===== src/design/sdice_pkg.sv =====
// ============================================================================
// sdice_pkg
// Shared constants, state encoding and controller/datapath interface types
// for the per-slice Dice statistics core.
// ============================================================================
package sdice_pkg;

    localparam int unsigned MAX_SLICE_VOXELS_DEF = 1048576;
    localparam int unsigned MAX_SLICES_DEF       = 1024;

    localparam int unsigned VAL_W   = 16;   // voxel label width
    localparam int unsigned DICE_W  = 16;   // internal Dice width, 200 percent fits
    localparam int unsigned OUT_W   = 15;   // reported field width
    localparam int unsigned WIDE_W  = 64;   // variance path width, wraps modulo 2^64
    localparam int unsigned ROOT_W  = 32;   // integer root of a 64-bit value

    localparam logic [DICE_W-1:0] DICE_SCALE = 16'd51200;  // 200 percent in Q8.8
    localparam logic [WIDE_W-1:0] ROOT_TOP   = 64'h4000_0000_0000_0000;

    typedef enum logic [3:0] {
        ST_IDLE,
        ST_SCALE,
        ST_DIV_DICE_GO,
        ST_DIV_DICE,
        ST_SQUARE,
        ST_UPDATE,
        ST_STATS,
        ST_MUL_N,
        ST_MUL_S,
        ST_ROOT_GO,
        ST_ROOT,
        ST_DIV_MEAN,
        ST_DIV_SD,
        ST_FINISH
    } state_t;

    typedef enum logic [1:0] {
        DIV_DICE,
        DIV_MEAN,
        DIV_SD
    } div_sel_t;

    typedef struct packed {
        logic     count;
        logic     scale;
        logic     div_start;
        div_sel_t div_sel;
        logic     square;
        logic     update;
        logic     mul_n_start;
        logic     mul_s_start;
        logic     mul_step;
        logic     diff;
        logic     root_start;
        logic     root_step;
        logic     finish;
    } cmd_t;

    typedef struct packed {
        logic kept;
        logic vend;
        logic stats_nz;
        logic div_done;
        logic mul_busy;
        logic root_busy;
        logic out_free;
    } status_t;

endpackage


===== src/design/sdice_div.sv =====
// ============================================================================
// sdice_div
// Restoring unsigned divider, one quotient bit per cycle.
// ============================================================================
module sdice_div
    import sdice_pkg::*;
#(
    parameter int unsigned NUM_W = 37,
    parameter int unsigned DEN_W = 22
)
(
    input  logic             clk,
    input  logic             rst_n,
    input  logic             start,
    input  logic [NUM_W-1:0] num,
    input  logic [DEN_W-1:0] den,
    output logic             done,
    output logic [NUM_W-1:0] quot
);

    localparam int unsigned CNT_W = $clog2(NUM_W + 1);

    logic [CNT_W-1:0] cnt_reg;
    logic             done_reg;
    logic [DEN_W-1:0] rem_reg;
    logic [NUM_W-1:0] quo_reg;
    logic [DEN_W-1:0] den_reg;

    logic [DEN_W:0]   rem_sh;
    logic             ge;
    logic [DEN_W:0]   rem_sub;

    assign rem_sh  = {rem_reg, quo_reg[NUM_W-1]};
    assign ge      = (rem_sh >= {1'b0, den_reg});
    assign rem_sub = rem_sh - {1'b0, den_reg};

    always_ff @(posedge clk or negedge rst_n)
    begin
        if (!rst_n)
        begin
            cnt_reg  <= '0;
            done_reg <= 1'b0;
        end
        else
        begin
            done_reg <= 1'b0;
            if (start)
            begin
                cnt_reg <= CNT_W'(NUM_W);
            end
            else if (cnt_reg != '0)
            begin
                cnt_reg  <= cnt_reg - 1'b1;
                done_reg <= (cnt_reg == CNT_W'(1));
            end
        end
    end

    // Shift the numerator out at the top, the quotient in at the bottom.
    always_ff @(posedge clk)
    begin
        if (start)
        begin
            rem_reg <= '0;
            quo_reg <= num;
            den_reg <= den;
        end
        else if (cnt_reg != '0)
        begin
            rem_reg <= ge ? rem_sub[DEN_W-1:0] : rem_sh[DEN_W-1:0];
            quo_reg <= {quo_reg[NUM_W-2:0], ge};
        end
    end

    assign done = done_reg;
    assign quot = quo_reg;

endmodule


===== src/design/sdice_datapath.sv =====
// ============================================================================
// sdice_datapath
// Voxel counters, slice statistics, serial multiplier, integer root,
// divider and result register.
// ============================================================================
module sdice_datapath
    import sdice_pkg::*;
#(
    parameter int unsigned MAX_SLICE_VOXELS = MAX_SLICE_VOXELS_DEF,
    parameter int unsigned MAX_SLICES       = MAX_SLICES_DEF
)
(
    input  logic                    clk,
    input  logic                    rst_n,
    input  cmd_t                    cmd,
    output status_t                 status,
    input  logic signed [VAL_W-1:0] value_a,
    input  logic signed [VAL_W-1:0] value_b,
    input  logic                    slice_end,
    input  logic                    volume_end,
    input  logic                    result_stall,
    output logic                    result_valid,
    output logic [OUT_W-1:0]        slice_dice,
    output logic                    slice_kept,
    output logic                    volume_done,
    output logic [OUT_W-1:0]        mean_dice,
    output logic [OUT_W-1:0]        stdev_dice,
    output logic                    stats_valid
);

    localparam int unsigned CW  = $clog2(MAX_SLICE_VOXELS + 1);
    localparam int unsigned TW  = CW + 1;
    localparam int unsigned OVN = DICE_W + CW;
    localparam int unsigned NW  = $clog2(MAX_SLICES + 1);
    localparam int unsigned SW  = DICE_W + NW;
    localparam int unsigned SQW = 2 * DICE_W + NW;
    localparam int unsigned DNW_A = (OVN > SW) ? OVN : SW;
    localparam int unsigned DNW = (DNW_A > ROOT_W) ? DNW_A : ROOT_W;
    localparam int unsigned DDW = (TW > NW) ? TW : NW;

    localparam logic [CW-1:0] VOX_MAX = CW'(MAX_SLICE_VOXELS);
    localparam logic [NW-1:0] SLC_MAX = NW'(MAX_SLICES);

    // slice counters and statistics
    logic [CW-1:0]  cnt_a_reg, cnt_b_reg, cnt_o_reg;
    logic [TW-1:0]  total_reg;
    logic [CW-1:0]  ovl_reg;
    logic           vend_reg;
    logic [NW-1:0]  kept_reg;
    logic [SW-1:0]  sum_reg;
    logic [SQW-1:0] sq_reg;

    // working registers
    logic [OVN-1:0]      num_reg;
    logic [DICE_W-1:0]   dice_reg;
    logic [2*DICE_W-1:0] dsq_reg;
    logic [OUT_W-1:0]    mean_reg;
    logic [OUT_W-1:0]    sdev_reg;
    logic [WIDE_W-1:0]   acc_reg;
    logic [WIDE_W-1:0]   ma_reg;
    logic [SW-1:0]       mb_reg;
    logic [WIDE_W-1:0]   prodn_reg;
    logic [WIDE_W-1:0]   v_reg;
    logic [WIDE_W-1:0]   root_reg;
    logic [WIDE_W-1:0]   bit_reg;
    div_sel_t            div_sel_reg;

    // result register
    logic             out_valid_reg;
    logic [OUT_W-1:0] out_dice_reg;
    logic             out_kept_reg;
    logic             out_vend_reg;
    logic [OUT_W-1:0] out_mean_reg;
    logic [OUT_W-1:0] out_sdev_reg;
    logic             out_stats_reg;

    logic          in_a, in_b;
    logic [CW-1:0] cnt_a_next, cnt_b_next, cnt_o_next;
    logic [WIDE_W-1:0] trial;
    logic [DNW-1:0]    div_num;
    logic [DDW-1:0]    div_den;
    logic              div_done;
    logic [DNW-1:0]    div_quot;

    assign in_a = (value_a > 16'sd0);
    assign in_b = (value_b > 16'sd0);

    // Saturate each count at the slice limit.
    assign cnt_a_next = (in_a && cnt_a_reg < VOX_MAX) ? cnt_a_reg + 1'b1 : cnt_a_reg;
    assign cnt_b_next = (in_b && cnt_b_reg < VOX_MAX) ? cnt_b_reg + 1'b1 : cnt_b_reg;
    assign cnt_o_next = (in_a && in_b && cnt_o_reg < VOX_MAX) ? cnt_o_reg + 1'b1
                                                              : cnt_o_reg;

    assign trial = root_reg + bit_reg;

    always_comb
    begin
        case (cmd.div_sel)
            DIV_DICE:
            begin
                div_num = DNW'(num_reg);
                div_den = DDW'(total_reg);
            end
            DIV_MEAN:
            begin
                div_num = DNW'(sum_reg);
                div_den = DDW'(kept_reg);
            end
            DIV_SD:
            begin
                div_num = DNW'(root_reg[ROOT_W-1:0]);
                div_den = DDW'(kept_reg);
            end
            default:
            begin
                div_num = '0;
                div_den = '0;
            end
        endcase
    end

    sdice_div #(
        .NUM_W (DNW),
        .DEN_W (DDW)
    ) u_div (
        .clk   (clk),
        .rst_n (rst_n),
        .start (cmd.div_start),
        .num   (div_num),
        .den   (div_den),
        .done  (div_done),
        .quot  (div_quot)
    );

    // counters, statistics and result valid
    always_ff @(posedge clk or negedge rst_n)
    begin
        if (!rst_n)
        begin
            cnt_a_reg     <= '0;
            cnt_b_reg     <= '0;
            cnt_o_reg     <= '0;
            kept_reg      <= '0;
            sum_reg       <= '0;
            sq_reg        <= '0;
            out_valid_reg <= 1'b0;
        end
        else
        begin
            if (cmd.count)
            begin
                if (slice_end)
                begin
                    cnt_a_reg <= '0;
                    cnt_b_reg <= '0;
                    cnt_o_reg <= '0;
                end
                else
                begin
                    cnt_a_reg <= cnt_a_next;
                    cnt_b_reg <= cnt_b_next;
                    cnt_o_reg <= cnt_o_next;
                end
            end

            if (cmd.update && status.kept && kept_reg < SLC_MAX)
            begin
                kept_reg <= kept_reg + 1'b1;
                sum_reg  <= sum_reg + SW'(dice_reg);
                sq_reg   <= sq_reg + SQW'(dsq_reg);
            end
            else if (cmd.finish && vend_reg)
            begin
                kept_reg <= '0;
                sum_reg  <= '0;
                sq_reg   <= '0;
            end

            if (cmd.finish)
            begin
                out_valid_reg <= 1'b1;
            end
            else if (!result_stall)
            begin
                out_valid_reg <= 1'b0;
            end
        end
    end

    // snapshots, arithmetic and result payload
    always_ff @(posedge clk)
    begin
        if (cmd.count && slice_end)
        begin
            total_reg <= TW'(cnt_a_next) + TW'(cnt_b_next);
            ovl_reg   <= cnt_o_next;
            vend_reg  <= volume_end;
        end

        if (cmd.scale)
        begin
            num_reg  <= OVN'(DICE_SCALE) * OVN'(ovl_reg);
            dice_reg <= '0;
        end

        if (cmd.div_start)
        begin
            div_sel_reg <= cmd.div_sel;
        end

        if (div_done)
        begin
            case (div_sel_reg)
                DIV_DICE: dice_reg <= div_quot[DICE_W-1:0];
                DIV_MEAN: mean_reg <= div_quot[OUT_W-1:0];
                DIV_SD:   sdev_reg <= div_quot[OUT_W-1:0];
                default:  dice_reg <= dice_reg;
            endcase
        end

        if (cmd.square)
        begin
            dsq_reg <= dice_reg * dice_reg;
        end

        // shift-add multiply, products wrap at 64 bits
        if (cmd.mul_n_start)
        begin
            acc_reg <= '0;
            ma_reg  <= WIDE_W'(sq_reg);
            mb_reg  <= SW'(kept_reg);
        end
        else if (cmd.mul_s_start)
        begin
            prodn_reg <= acc_reg;
            acc_reg   <= '0;
            ma_reg    <= WIDE_W'(sum_reg);
            mb_reg    <= sum_reg;
        end
        else if (cmd.mul_step)
        begin
            if (mb_reg[0])
            begin
                acc_reg <= acc_reg + ma_reg;
            end
            ma_reg <= ma_reg << 1;
            mb_reg <= mb_reg >> 1;
        end

        if (cmd.diff)
        begin
            v_reg <= (prodn_reg > acc_reg) ? prodn_reg - acc_reg : '0;
        end
        else if (cmd.root_step)
        begin
            if (v_reg >= trial)
            begin
                v_reg <= v_reg - trial;
            end
        end

        if (cmd.root_start)
        begin
            root_reg <= '0;
            bit_reg  <= ROOT_TOP;
        end
        else if (cmd.root_step)
        begin
            root_reg <= (v_reg >= trial) ? (root_reg >> 1) + bit_reg : root_reg >> 1;
            bit_reg  <= bit_reg >> 2;
        end

        if (cmd.finish)
        begin
            out_dice_reg  <= dice_reg[OUT_W-1:0];
            out_kept_reg  <= status.kept;
            out_vend_reg  <= vend_reg;
            out_stats_reg <= vend_reg && status.stats_nz;
            out_mean_reg  <= (vend_reg && status.stats_nz) ? mean_reg : '0;
            out_sdev_reg  <= (vend_reg && status.stats_nz) ? sdev_reg : '0;
        end
    end

    assign status.kept      = (total_reg != '0);
    assign status.vend      = vend_reg;
    assign status.stats_nz  = (kept_reg != '0);
    assign status.div_done  = div_done;
    assign status.mul_busy  = (mb_reg != '0);
    assign status.root_busy = (bit_reg != '0);
    assign status.out_free  = !out_valid_reg || !result_stall;

    assign result_valid = out_valid_reg;
    assign slice_dice   = out_dice_reg;
    assign slice_kept   = out_kept_reg;
    assign volume_done  = out_vend_reg;
    assign mean_dice    = out_mean_reg;
    assign stdev_dice   = out_sdev_reg;
    assign stats_valid  = out_stats_reg;

endmodule


===== src/design/sdice_ctrl.sv =====
// ============================================================================
// sdice_ctrl
// Sequencer: counts voxels in idle, then steps the datapath through the
// slice and volume closing arithmetic.
// ============================================================================
module sdice_ctrl
    import sdice_pkg::*;
(
    input  logic    clk,
    input  logic    rst_n,
    input  logic    voxel_valid,
    input  logic    slice_end,
    input  status_t status,
    output logic    voxel_stall,
    output cmd_t    cmd
);

    state_t state_reg, state_next;

    always_ff @(posedge clk or negedge rst_n)
    begin
        if (!rst_n)
        begin
            state_reg <= ST_IDLE;
        end
        else
        begin
            state_reg <= state_next;
        end
    end

    always_comb
    begin
        state_next  = state_reg;
        cmd         = '0;
        cmd.div_sel = DIV_DICE;
        case (state_reg)
            ST_IDLE:
            begin
                cmd.count = voxel_valid;
                if (voxel_valid && slice_end)
                begin
                    state_next = ST_SCALE;
                end
            end
            ST_SCALE:
            begin
                cmd.scale  = 1'b1;
                state_next = status.kept ? ST_DIV_DICE_GO : ST_UPDATE;
            end
            ST_DIV_DICE_GO:
            begin
                cmd.div_start = 1'b1;
                state_next    = ST_DIV_DICE;
            end
            ST_DIV_DICE:
            begin
                if (status.div_done)
                begin
                    state_next = ST_SQUARE;
                end
            end
            ST_SQUARE:
            begin
                cmd.square = 1'b1;
                state_next = ST_UPDATE;
            end
            ST_UPDATE:
            begin
                cmd.update = 1'b1;
                state_next = status.vend ? ST_STATS : ST_FINISH;
            end
            ST_STATS:
            begin
                if (status.stats_nz)
                begin
                    cmd.mul_n_start = 1'b1;
                    state_next      = ST_MUL_N;
                end
                else
                begin
                    state_next = ST_FINISH;
                end
            end
            ST_MUL_N:
            begin
                if (status.mul_busy)
                begin
                    cmd.mul_step = 1'b1;
                end
                else
                begin
                    cmd.mul_s_start = 1'b1;
                    state_next      = ST_MUL_S;
                end
            end
            ST_MUL_S:
            begin
                if (status.mul_busy)
                begin
                    cmd.mul_step = 1'b1;
                end
                else
                begin
                    cmd.diff   = 1'b1;
                    state_next = ST_ROOT_GO;
                end
            end
            ST_ROOT_GO:
            begin
                cmd.root_start = 1'b1;
                state_next     = ST_ROOT;
            end
            ST_ROOT:
            begin
                if (status.root_busy)
                begin
                    cmd.root_step = 1'b1;
                end
                else
                begin
                    cmd.div_start = 1'b1;
                    cmd.div_sel   = DIV_MEAN;
                    state_next    = ST_DIV_MEAN;
                end
            end
            ST_DIV_MEAN:
            begin
                if (status.div_done)
                begin
                    cmd.div_start = 1'b1;
                    cmd.div_sel   = DIV_SD;
                    state_next    = ST_DIV_SD;
                end
            end
            ST_DIV_SD:
            begin
                if (status.div_done)
                begin
                    state_next = ST_FINISH;
                end
            end
            ST_FINISH:
            begin
                if (status.out_free)
                begin
                    cmd.finish = 1'b1;
                    state_next = ST_IDLE;
                end
            end
            default:
            begin
                state_next = ST_IDLE;
            end
        endcase
    end

    assign voxel_stall = (state_reg != ST_IDLE);

endmodule


===== src/design/slice_dice_statistics_core.sv =====
// ============================================================================
// slice_dice_statistics_core
// Per-slice Dice overlap of two label volumes with mean and population
// standard deviation of the kept slice values at each volume end.
// ============================================================================
//
//  channel  | handshake                  | payload
//  ---------+----------------------------+--------------------------------------
//  voxel    | voxel_valid / voxel_stall  | value_a, value_b, slice_end,
//           |                            | volume_end
//  result   | result_valid/result_stall  | slice_dice, slice_kept, volume_done,
//           |                            | mean_dice, stdev_dice, stats_valid
//
//  Flow: voxels that do not end a slice stream at full rate while the
//  sequencer is idle. A slice end holds voxel_stall high through the closing
//  arithmetic, which includes the bit-serial divider of width DNW (the largest
//  of 16 + clog2(MAX_SLICE_VOXELS+1), 16 + clog2(MAX_SLICES+1) and 32), or only
//  through the scale, update and finish steps when both masks are empty. A
//  volume end adds the shift-add multiplies, which step through the significant
//  bits of the kept count and of the Dice sum, 32 root steps and two more divides.
//  Reset: rst_n clears the counters, the statistics, the sequencer and the
//  result valid at once; no clearing pass.
//  Stalls: a finished result waits in the output register while voxels keep
//  flowing; the next slice end is still taken, and its result waits in the
//  finish step only if that register is still full.
module slice_dice_statistics_core
    import sdice_pkg::*;
#(
    parameter int unsigned MAX_SLICE_VOXELS = MAX_SLICE_VOXELS_DEF,
    parameter int unsigned MAX_SLICES       = MAX_SLICES_DEF
)
(
    input  logic                    clk,
    input  logic                    rst_n,

    input  logic                    voxel_valid,
    output logic                    voxel_stall,
    input  logic signed [VAL_W-1:0] value_a,
    input  logic signed [VAL_W-1:0] value_b,
    input  logic                    slice_end,
    input  logic                    volume_end,

    output logic                    result_valid,
    input  logic                    result_stall,
    output logic [OUT_W-1:0]        slice_dice,
    output logic                    slice_kept,
    output logic                    volume_done,
    output logic [OUT_W-1:0]        mean_dice,
    output logic [OUT_W-1:0]        stdev_dice,
    output logic                    stats_valid
);

    cmd_t    cmd;
    status_t status;

    // Sequencer: accept voxels in idle, then walk the closing arithmetic.
    sdice_ctrl u_ctrl (
        .clk         (clk),
        .rst_n       (rst_n),
        .voxel_valid (voxel_valid),
        .slice_end   (slice_end),
        .status      (status),
        .voxel_stall (voxel_stall),
        .cmd         (cmd)
    );

    // Counters, accumulators, shared divider, multiplier, root and result register.
    sdice_datapath #(
        .MAX_SLICE_VOXELS (MAX_SLICE_VOXELS),
        .MAX_SLICES       (MAX_SLICES)
    ) u_datapath (
        .clk          (clk),
        .rst_n        (rst_n),
        .cmd          (cmd),
        .status       (status),
        .value_a      (value_a),
        .value_b      (value_b),
        .slice_end    (slice_end),
        .volume_end   (volume_end),
        .result_stall (result_stall),
        .result_valid (result_valid),
        .slice_dice   (slice_dice),
        .slice_kept   (slice_kept),
        .volume_done  (volume_done),
        .mean_dice    (mean_dice),
        .stdev_dice   (stdev_dice),
        .stats_valid  (stats_valid)
    );

endmodule


===== config.mk =====
export PLATFORM = sky130hd
export DESIGN_NAME = slice_dice_statistics_core
export DESIGN_NICKNAME = d
export VERILOG_FILES = /design/src/design/sdice_pkg.sv /design/src/design/sdice_div.sv /design/src/design/sdice_datapath.sv /design/src/design/sdice_ctrl.sv /design/src/design/slice_dice_statistics_core.sv
export SDC_FILE = /design/constraint.sdc
export NUM_CORES = 2
export LEC_CHECK = 0
export BUFFER_PORTS_ARGS = -buffer_cell sky130_fd_sc_hd__buf_2
export CORE_MARGIN = 10
export CORE_UTILIZATION = 30
export DETAILED_ROUTE_END_ITERATION = 10
export RECOVER_POWER = 100
export SYNTH_ARGS = -nofsm -noshare
export SYNTH_HDL_FRONTEND = slang
export SYNTH_SLANG_ARGS = --single-unit

===== constraint.sdc =====
create_clock -name clk -period 9.42 [get_ports clk]
set_input_delay 1.884 -clock clk [delete_from_list [all_inputs] [get_ports clk]]
set_output_delay 1.884 -clock clk [all_outputs]
set_load 0.1 [all_outputs]

# Word-level counts from Yosys, hierarchy flattened
# Cells that the tools add are included.
dict set report op_classes {
  n_addsub 14
  multipliers 2
  magnitude_cmp 9
  n_eq_ne 28
  n_mux 69
  n_bitwise 1
  reduce_logical 38
}
# cell n
set op_table {}
lappend op_table {{64-bit two-way mux} 5}
lappend op_table {{43-bit two-way mux} 5}
lappend op_table {{64-bit subtractor} 2}
lappend op_table {{21-bit two-way mux} 6}
lappend op_table {{37-bit case mux with 3 select lines} 1}
lappend op_table {{27-bit two-way mux} 4}
lappend op_table {{37-bit two-way mux} 2}
lappend op_table {{63-bit by 63-bit adder with 64-bit output} 1}
lappend op_table {{64-bit by 63-bit adder with 64-bit output} 1}
lappend op_table {{64-bit adder} 1}
lappend op_table {{64-bit greater-or-equal comparator} 1}
lappend op_table {{64-bit > comparator} 1}
lappend op_table {{64-bit nonzero test} 1}
lappend op_table {{21-bit by 1-bit adder with 21-bit output (second input constant)} 3}
lappend op_table {{21-bit < comparator (second input constant)} 3}
lappend op_table {{4-bit case mux with 14 select lines} 1}
lappend op_table {{22-bit case mux with 2 select lines} 1}
lappend op_table {{43-bit by 32-bit adder with 43-bit output} 1}
lappend op_table {{4-bit two-way mux} 10}
lappend op_table {{11-bit two-way mux} 3}
lappend op_table {{16-bit by 1-bit > comparator with 1-bit output (second input constant)} 2}
lappend op_table {{16-bit by 16-bit multiplier with 32-bit output} 1}
lappend op_table {{16-bit two-way mux} 2}
lappend op_table {{16-bit case mux with 2 select lines} 1}
lappend op_table {{40 further kinds} 102}
dict set report totals {
  register_bits 814
  out_inout_bits 50
  word_cells 198
}

# Logic depth before layout (Yosys ltp)
dict set report depth {
  depth_word 7
  depth_mapped 28
  mapped_depth_nobuf 27
}

# Cells and area by module
# Synthesis repeated with hierarchy kept, for this count alone.
dict set report unflattened {
  hier_cells 6737
  area_unflattened_um2 61821.8
}
# mod instances cells_per_inst area_per_inst_um2 seq_area_each_um2
set modules_own_cells {}
lappend modules_own_cells {sdice_datapath 1 6235 56479.2 18953.2}
lappend modules_own_cells {sdice_div 1 434 4865.9 2387.3}
lappend modules_own_cells {sdice_ctrl 1 68 476.7 100.1}

# Worst setup path before layout
# Ideal clock, no wire load.
dict set report synth_timing {
  path_kind {register to register}
  startpoint {reg u_datapath.bit_reg[4]}
  endpoint {reg u_datapath.v_reg[0], enable pin}
  arrival_ns 6.266
  path_slack_ns 2.463
  stages_incl_launch_ff 27
  n_path_buf 3
  synth_period_minus_slack_ns 6.957
  cell_sequence {dfxtp_1 ha_1 a211oi_2 a211oi_2 a21boi_2 o31ai_2 a211o_1 a41o_1 and4_1 a31o_2 a21o_1 a21oi_1 xor2_1 ha_1 clkbuf_1 a21o_1 a21o_1 a21oi_1 o21ai_0 a21bo_2 a221oi_1 o21ai_0 o21ai_1 buf_2 buf_4 nand2b_1 nand2_1}
}
dict set report synth_between {
  elab_chain_cells 5
  word_cells_on_any_way 8
}
# item line
set synth_rtl {}
lappend synth_rtl {{from (decl)} sdice_datapath.sv:65} ;# logic [WIDE_W-1:0] bit_reg;
lappend synth_rtl {{from (signal assigned)} sdice_datapath.sv:270} ;# bit_reg <= bit_reg >> 2;
lappend synth_rtl {{parallel branches: the longest is 4 deep, another holds 64-bit by 63-bit adder with 64-bit output} n/a}
lappend synth_rtl {{2-bit AND reduction (no source line) *} n/a}
lappend synth_rtl {{to (signal assigned)} sdice_datapath.sv:252} ;# v_reg <= (prodn_reg > acc_reg) ? prodn_reg - acc_reg : '0;
lappend synth_rtl {{to (signal assigned)} sdice_datapath.sv:258} ;# v_reg <= v_reg - trial;
lappend synth_rtl {{to (decl)} sdice_datapath.sv:63} ;# logic [WIDE_W-1:0] v_reg;
# Every way passes the cells marked *.
# A chain may end at the register's enable or synchronous reset.

# Final worst setup path
dict set report layout_timing {
  startpoint {reg u_datapath.root_reg[4]}
  endpoint {reg u_datapath.v_reg[1], enable pin}
}
dict set report layout_between {
  elab_chain_cells 4
}
# item line
set layout_rtl {}
lappend layout_rtl {{from (decl)} sdice_datapath.sv:64} ;# logic [WIDE_W-1:0] root_reg;
lappend layout_rtl {{from (signal assigned)} sdice_datapath.sv:269} ;# root_reg <= (v_reg >= trial) ? (root_reg >> 1) + bit_reg : root_reg >> 1;
lappend layout_rtl {{64-bit by 63-bit adder with 64-bit output} sdice_datapath.sv:94} ;# assign trial = root_reg + bit_reg;
lappend layout_rtl {{64-bit greater-or-equal comparator} sdice_datapath.sv:256} ;# if (v_reg >= trial)
lappend layout_rtl {{2-bit nonzero test (no source line)} n/a}
lappend layout_rtl {{2-bit AND reduction (no source line)} n/a}
# No other way between the ends.

==> reports/qor.log <==
[cts] number of buffers added to fix hold violations after cts 0
[drt] first-pass iteration count of the detailed router 8
[cells_and_area] fraction of final layout cells with drive strength greater than 1 0.0424
[logic_synthesis] count of flip-flops with a built-in enable after synthesis 438
[power] static leakage 0.0279 uW
[power] PnR Total Power 11900 uW
[timing] remaining max-slew budget at the tightest pin -1.63
[timing] Post-Route Setup TNS 0 ns
[setup_path] largest fanout on the critical path 41
[power] Power per Cell Area 179 nW/um2
[setup_path] Crit Path Class flip-flop to flip-flop
[setup_path] buffering stage count on the worst path with inverters included 1
[drt] routed vias 49400
[global_route] pin count of the biggest net entering global routing 104
[cells_and_area] Total Nets Final 7398
[setup_path] category of the worst setup path launch point flip-flop
[cts] Clock Tree Buf Depth 3
[min_path] Hold WC Path Type flip-flop to flip-flop
[run_status] outcome finished, violations left
[die] die area 221000 um2
[drt] Starting DRT DRC Count 3525
[setup_path] delay contributed by the slowest stage of the critical path 1.07 ns
[timing] shortest period the worst path allows 8.20 ns
[logic_synthesis] cell accounting for the most synthesized area sky130_fd_sc_hd__edfxtp_1
[timing] slew at the pin with the worst max-slew slack 3.94 ns
[timing] final setup violation count 0
[power] internal power of the cells 7720 uW
[die] die span in y 470 um
[cts] number of levels the H-tree was split into 3
[timing] Worst Clk Skew 0.0754 ns
[logic_synthesis] number of instances in the synthesized netlist 6740
[cells_and_area] area growth from synthesis to layout 9.86%
[cts] clock-pin slew reported for the worst setup and hold paths after clock tree synthesis 0.06 ns
[cells_and_area] register area 21400 um2
[setup_path] data required time of the worst path 9.86 ns
[cts] count of instances resized after the clock tree is built 0
[power] clock network power share 0.325
[cells_and_area] most common cell after layout, fill and taps aside sky130_fd_sc_hd__nand2_1
[place] dpl hpwl 133000 um
[timing] max-slew violation total from the final report 1120
[cts] post-CTS setup-driven buffer insertion count 0
[logic_synthesis] leading cell types by total area after synthesis sky130_fd_sc_hd__edfxtp_1, sky130_fd_sc_hd__ha_1, sky130_fd_sc_hd__dfxtp_1, sky130_fd_sc_hd__dfrtp_1, sky130_fd_sc_hd__fa_1
[cts] TritonCTS Sinks 813
[logic_synthesis] post-synth net total 7489
[logic_synthesis] commonest register cell after synthesis sky130_fd_sc_hd__edfxtp_1
[power] worst-case vdd ir drop 0.158 mV
[job] number of max-cap violations 24
[timing] final worst setup slack 1.22 ns
[cells_and_area] most used cells in the layout excluding fill and tap cells sky130_fd_sc_hd__nand2_1, sky130_fd_sc_hd__ha_1, sky130_fd_sc_hd__inv_1
[power] register share of total power 0.375
[logic_synthesis] area share of the largest cell type after synthesis 0.217
[setup_path] crit-path cells ha_1 -> a211oi_2 -> a211oi_2 -> a21boi_2 -> o31ai_2 -> a211o_1 -> a41o_1 -> and4_1 -> a31o_2 -> a21o_1 -> a21oi_1 -> xor2_1 -> ha_1 -> a21o_1 -> a21o_1 -> a21oi_1 -> o21ai_0 -> a21bo_2 -> a221oi_1 -> nand2_1 -> o21ai_0 -> nand2b_1 -> nand2_2 -> buf_4
[die] floorplan core area 202000 um2
[setup_path] family with the most delay on the worst path compound AO/OA/AOI/OAI gates
[logic_synthesis] proportion of synthesized flip-flops having asynchronous set or reset 0.192
[drt] average wire per cell in the routed design 18.7 um
[cells_and_area] filler cell count 20600
[setup_path] slowest library cell on the worst path sky130_fd_sc_hd__o21ai_0
[global_route] first-pass GRT wire length 279000 um
[logic_synthesis] register area share after synthesis 0.353
[drt] number of nets still failing antenna checks after routing 0
[timing] final cycle utilization of the critical path 0.870
[setup_path] kind of capture point of the worst setup path flip-flop
[die] Die W 470 um
[global_route] overall track demand over capacity in global routing 0.154
[cells_and_area] multi-input combinational cell area 36000 um2
[timing] unrepaired setup endpoints after global routing false
[power] Comb pwr share 0.300
[logic_synthesis] synthesized area 60700 um2
[logic_synthesis] number of distinct library cell variants in the gate-level netlist after synthesis 99
[logic_synthesis] Warnings, synthesis 0
[logic_synthesis] mean area per synthesized cell 9.00 um2
[die] Initial Util 0.301
[place] Port Buffers 87
[drt] detailed-route wire length 176000 um
[setup_path] cell seen most often among critical-path stages sky130_fd_sc_hd__a21o_1
[global_route] total overflow reported by the global router 0
[global_route] antenna violations before repair 7
[global_route] vias in the first global route 49000
[power] switching part of the total power 0.353
[power] Switching Power 4200 uW
[drt] residual DRC count 0
[cts] library cell used as clock root buffer sky130_fd_sc_hd__clkbuf_16
[cts] TritonCTS Buffers 92
[drt] DR vias/cell 5.26
[place] Setup WS pre-CTS 2.07 ns
[cts] clock tree from TritonCTS done
[timing] final hold violations 0
[logic_synthesis] register bit total from synthesis 813
[run_status] failing checks capacitance limit, slew limit
[place] global placer's final weighted congestion 0.908
[die] I/O pin cnt 88
[setup_path] Data arrival, critical path 8.64 ns
[die] row cnt 165
[cts] insertion delay of the later-clocked pin in the worst-skew pair 0.74 ns
[timing] achievable frequency 122 MHz
routing by layer:
metal | wire (um) | track usage | part of all wire
met1 | 78600 | 0.203 | 0.45
met2 | 81600 | 0.257 | 0.46
met3 | 8910 | 0.0206 | 0.051
met4 | 7040 | 0.0569 | 0.040
met5 | 27 | 0 | 0.00015
path summary, 6_finish.rpt:
path,startpoint,endpoint,slack (ns),depth (start not counted)
setup / recovery,u_datapath.root_reg[4],u_datapath.v_reg[1],1.22,24
hold / removal,u_datapath.dice_reg[1],u_datapath.slice_dice[1],0.45,0
setup reg to reg,u_datapath.root_reg[4],u_datapath.v_reg[1],1.22,24
hold reg to reg,u_datapath.dice_reg[1],u_datapath.slice_dice[1],0.45,0
max in group asynchronous,rst_n,u_datapath.result_valid,2.39,2
min in group asynchronous,rst_n,u_datapath.u_div.cnt_reg[4],2.49,1
power groups by stage:
stage	clock network (uW)	registers, uW	logic (uW)
after global routing	4100	4490	4050
final	3870	4470	3580
after detailed placement	0	4520	3600
after floorplan	0	4380	2680
after CTS	3960	4450	3620
after global placement	0	4510	3560
stage by stage:
stage	area, um2	hold slack [ns]	utilization	cells
final	66700	0.452	0.331	9405
after global routing	66700	0.459	0.330	9403
after CTS	67000	0.450	0.332	9401
after detailed placement	63700	0.437	0.316	9227
after global placement	63700	0.439	0.316	9227
after floorplan	60700	0.434	-	6740
cells in the mapped netlist (all sizes together), types with 20 or more instances:
cell type	count
nor2b	63
o31ai	99
fa	184
ha	527
xor2	190
nor3	89
a22oi	46
clkbuf	284
a22o	25
dfrtp	156
o21ai	437
o22ai	81
a31oi	88
a221o	24
a211oi	49
nand2	820
a31o	20
nand4	109
edfxtp	438
nor4	45
nor2	409
a21o	177
xnor2	279
and3	86
or3	21
o21a	44
nand3	212
nand2b	54
buf	44
o21bai	59
a21oi	474
o211ai	36
mux2i	38
and2	86
dfxtp	219
inv	505
layout make-up:
| type | instances | area share |
|---|---|---|
| clock buffer | 126 | 0.0386 |
| timing repair buffer | 143 | 0.0101 |
| inverter | 505 | 0.0284 |
| multi-input combinational | 5094 | 0.541 |
| antenna | 4 | 0.000150 |
| tap | 2672 | 0.0501 |
| sequential | 813 | 0.322 |
| clock inverter | 48 | 0.0103 |
worst register-to-register path, delay by kind of cell, from the launching register on:
kind	cells	cell delay (ns)
and+or+nand+nor	4	1.46
xor gates and xnor gates	1	0.18
adders and majority gates	2	0.72
buffers and inverters	1	0.56
DFF	1	0.49
AOI/OAI and AO/OA	16	4.50
kinds of logic after synthesis:
logic type      after synthesis  share of synthesized area
compound gates             1820                      0.193
simple gates               2051                      0.156
mux                          43                    0.00720
flops                       813                      0.353
buf+inv                     833                     0.0528
fa+ha+maj                   711                      0.169
xor+xnor                    469                     0.0677
No activity file was read; power rests on OpenSTA's default activity.
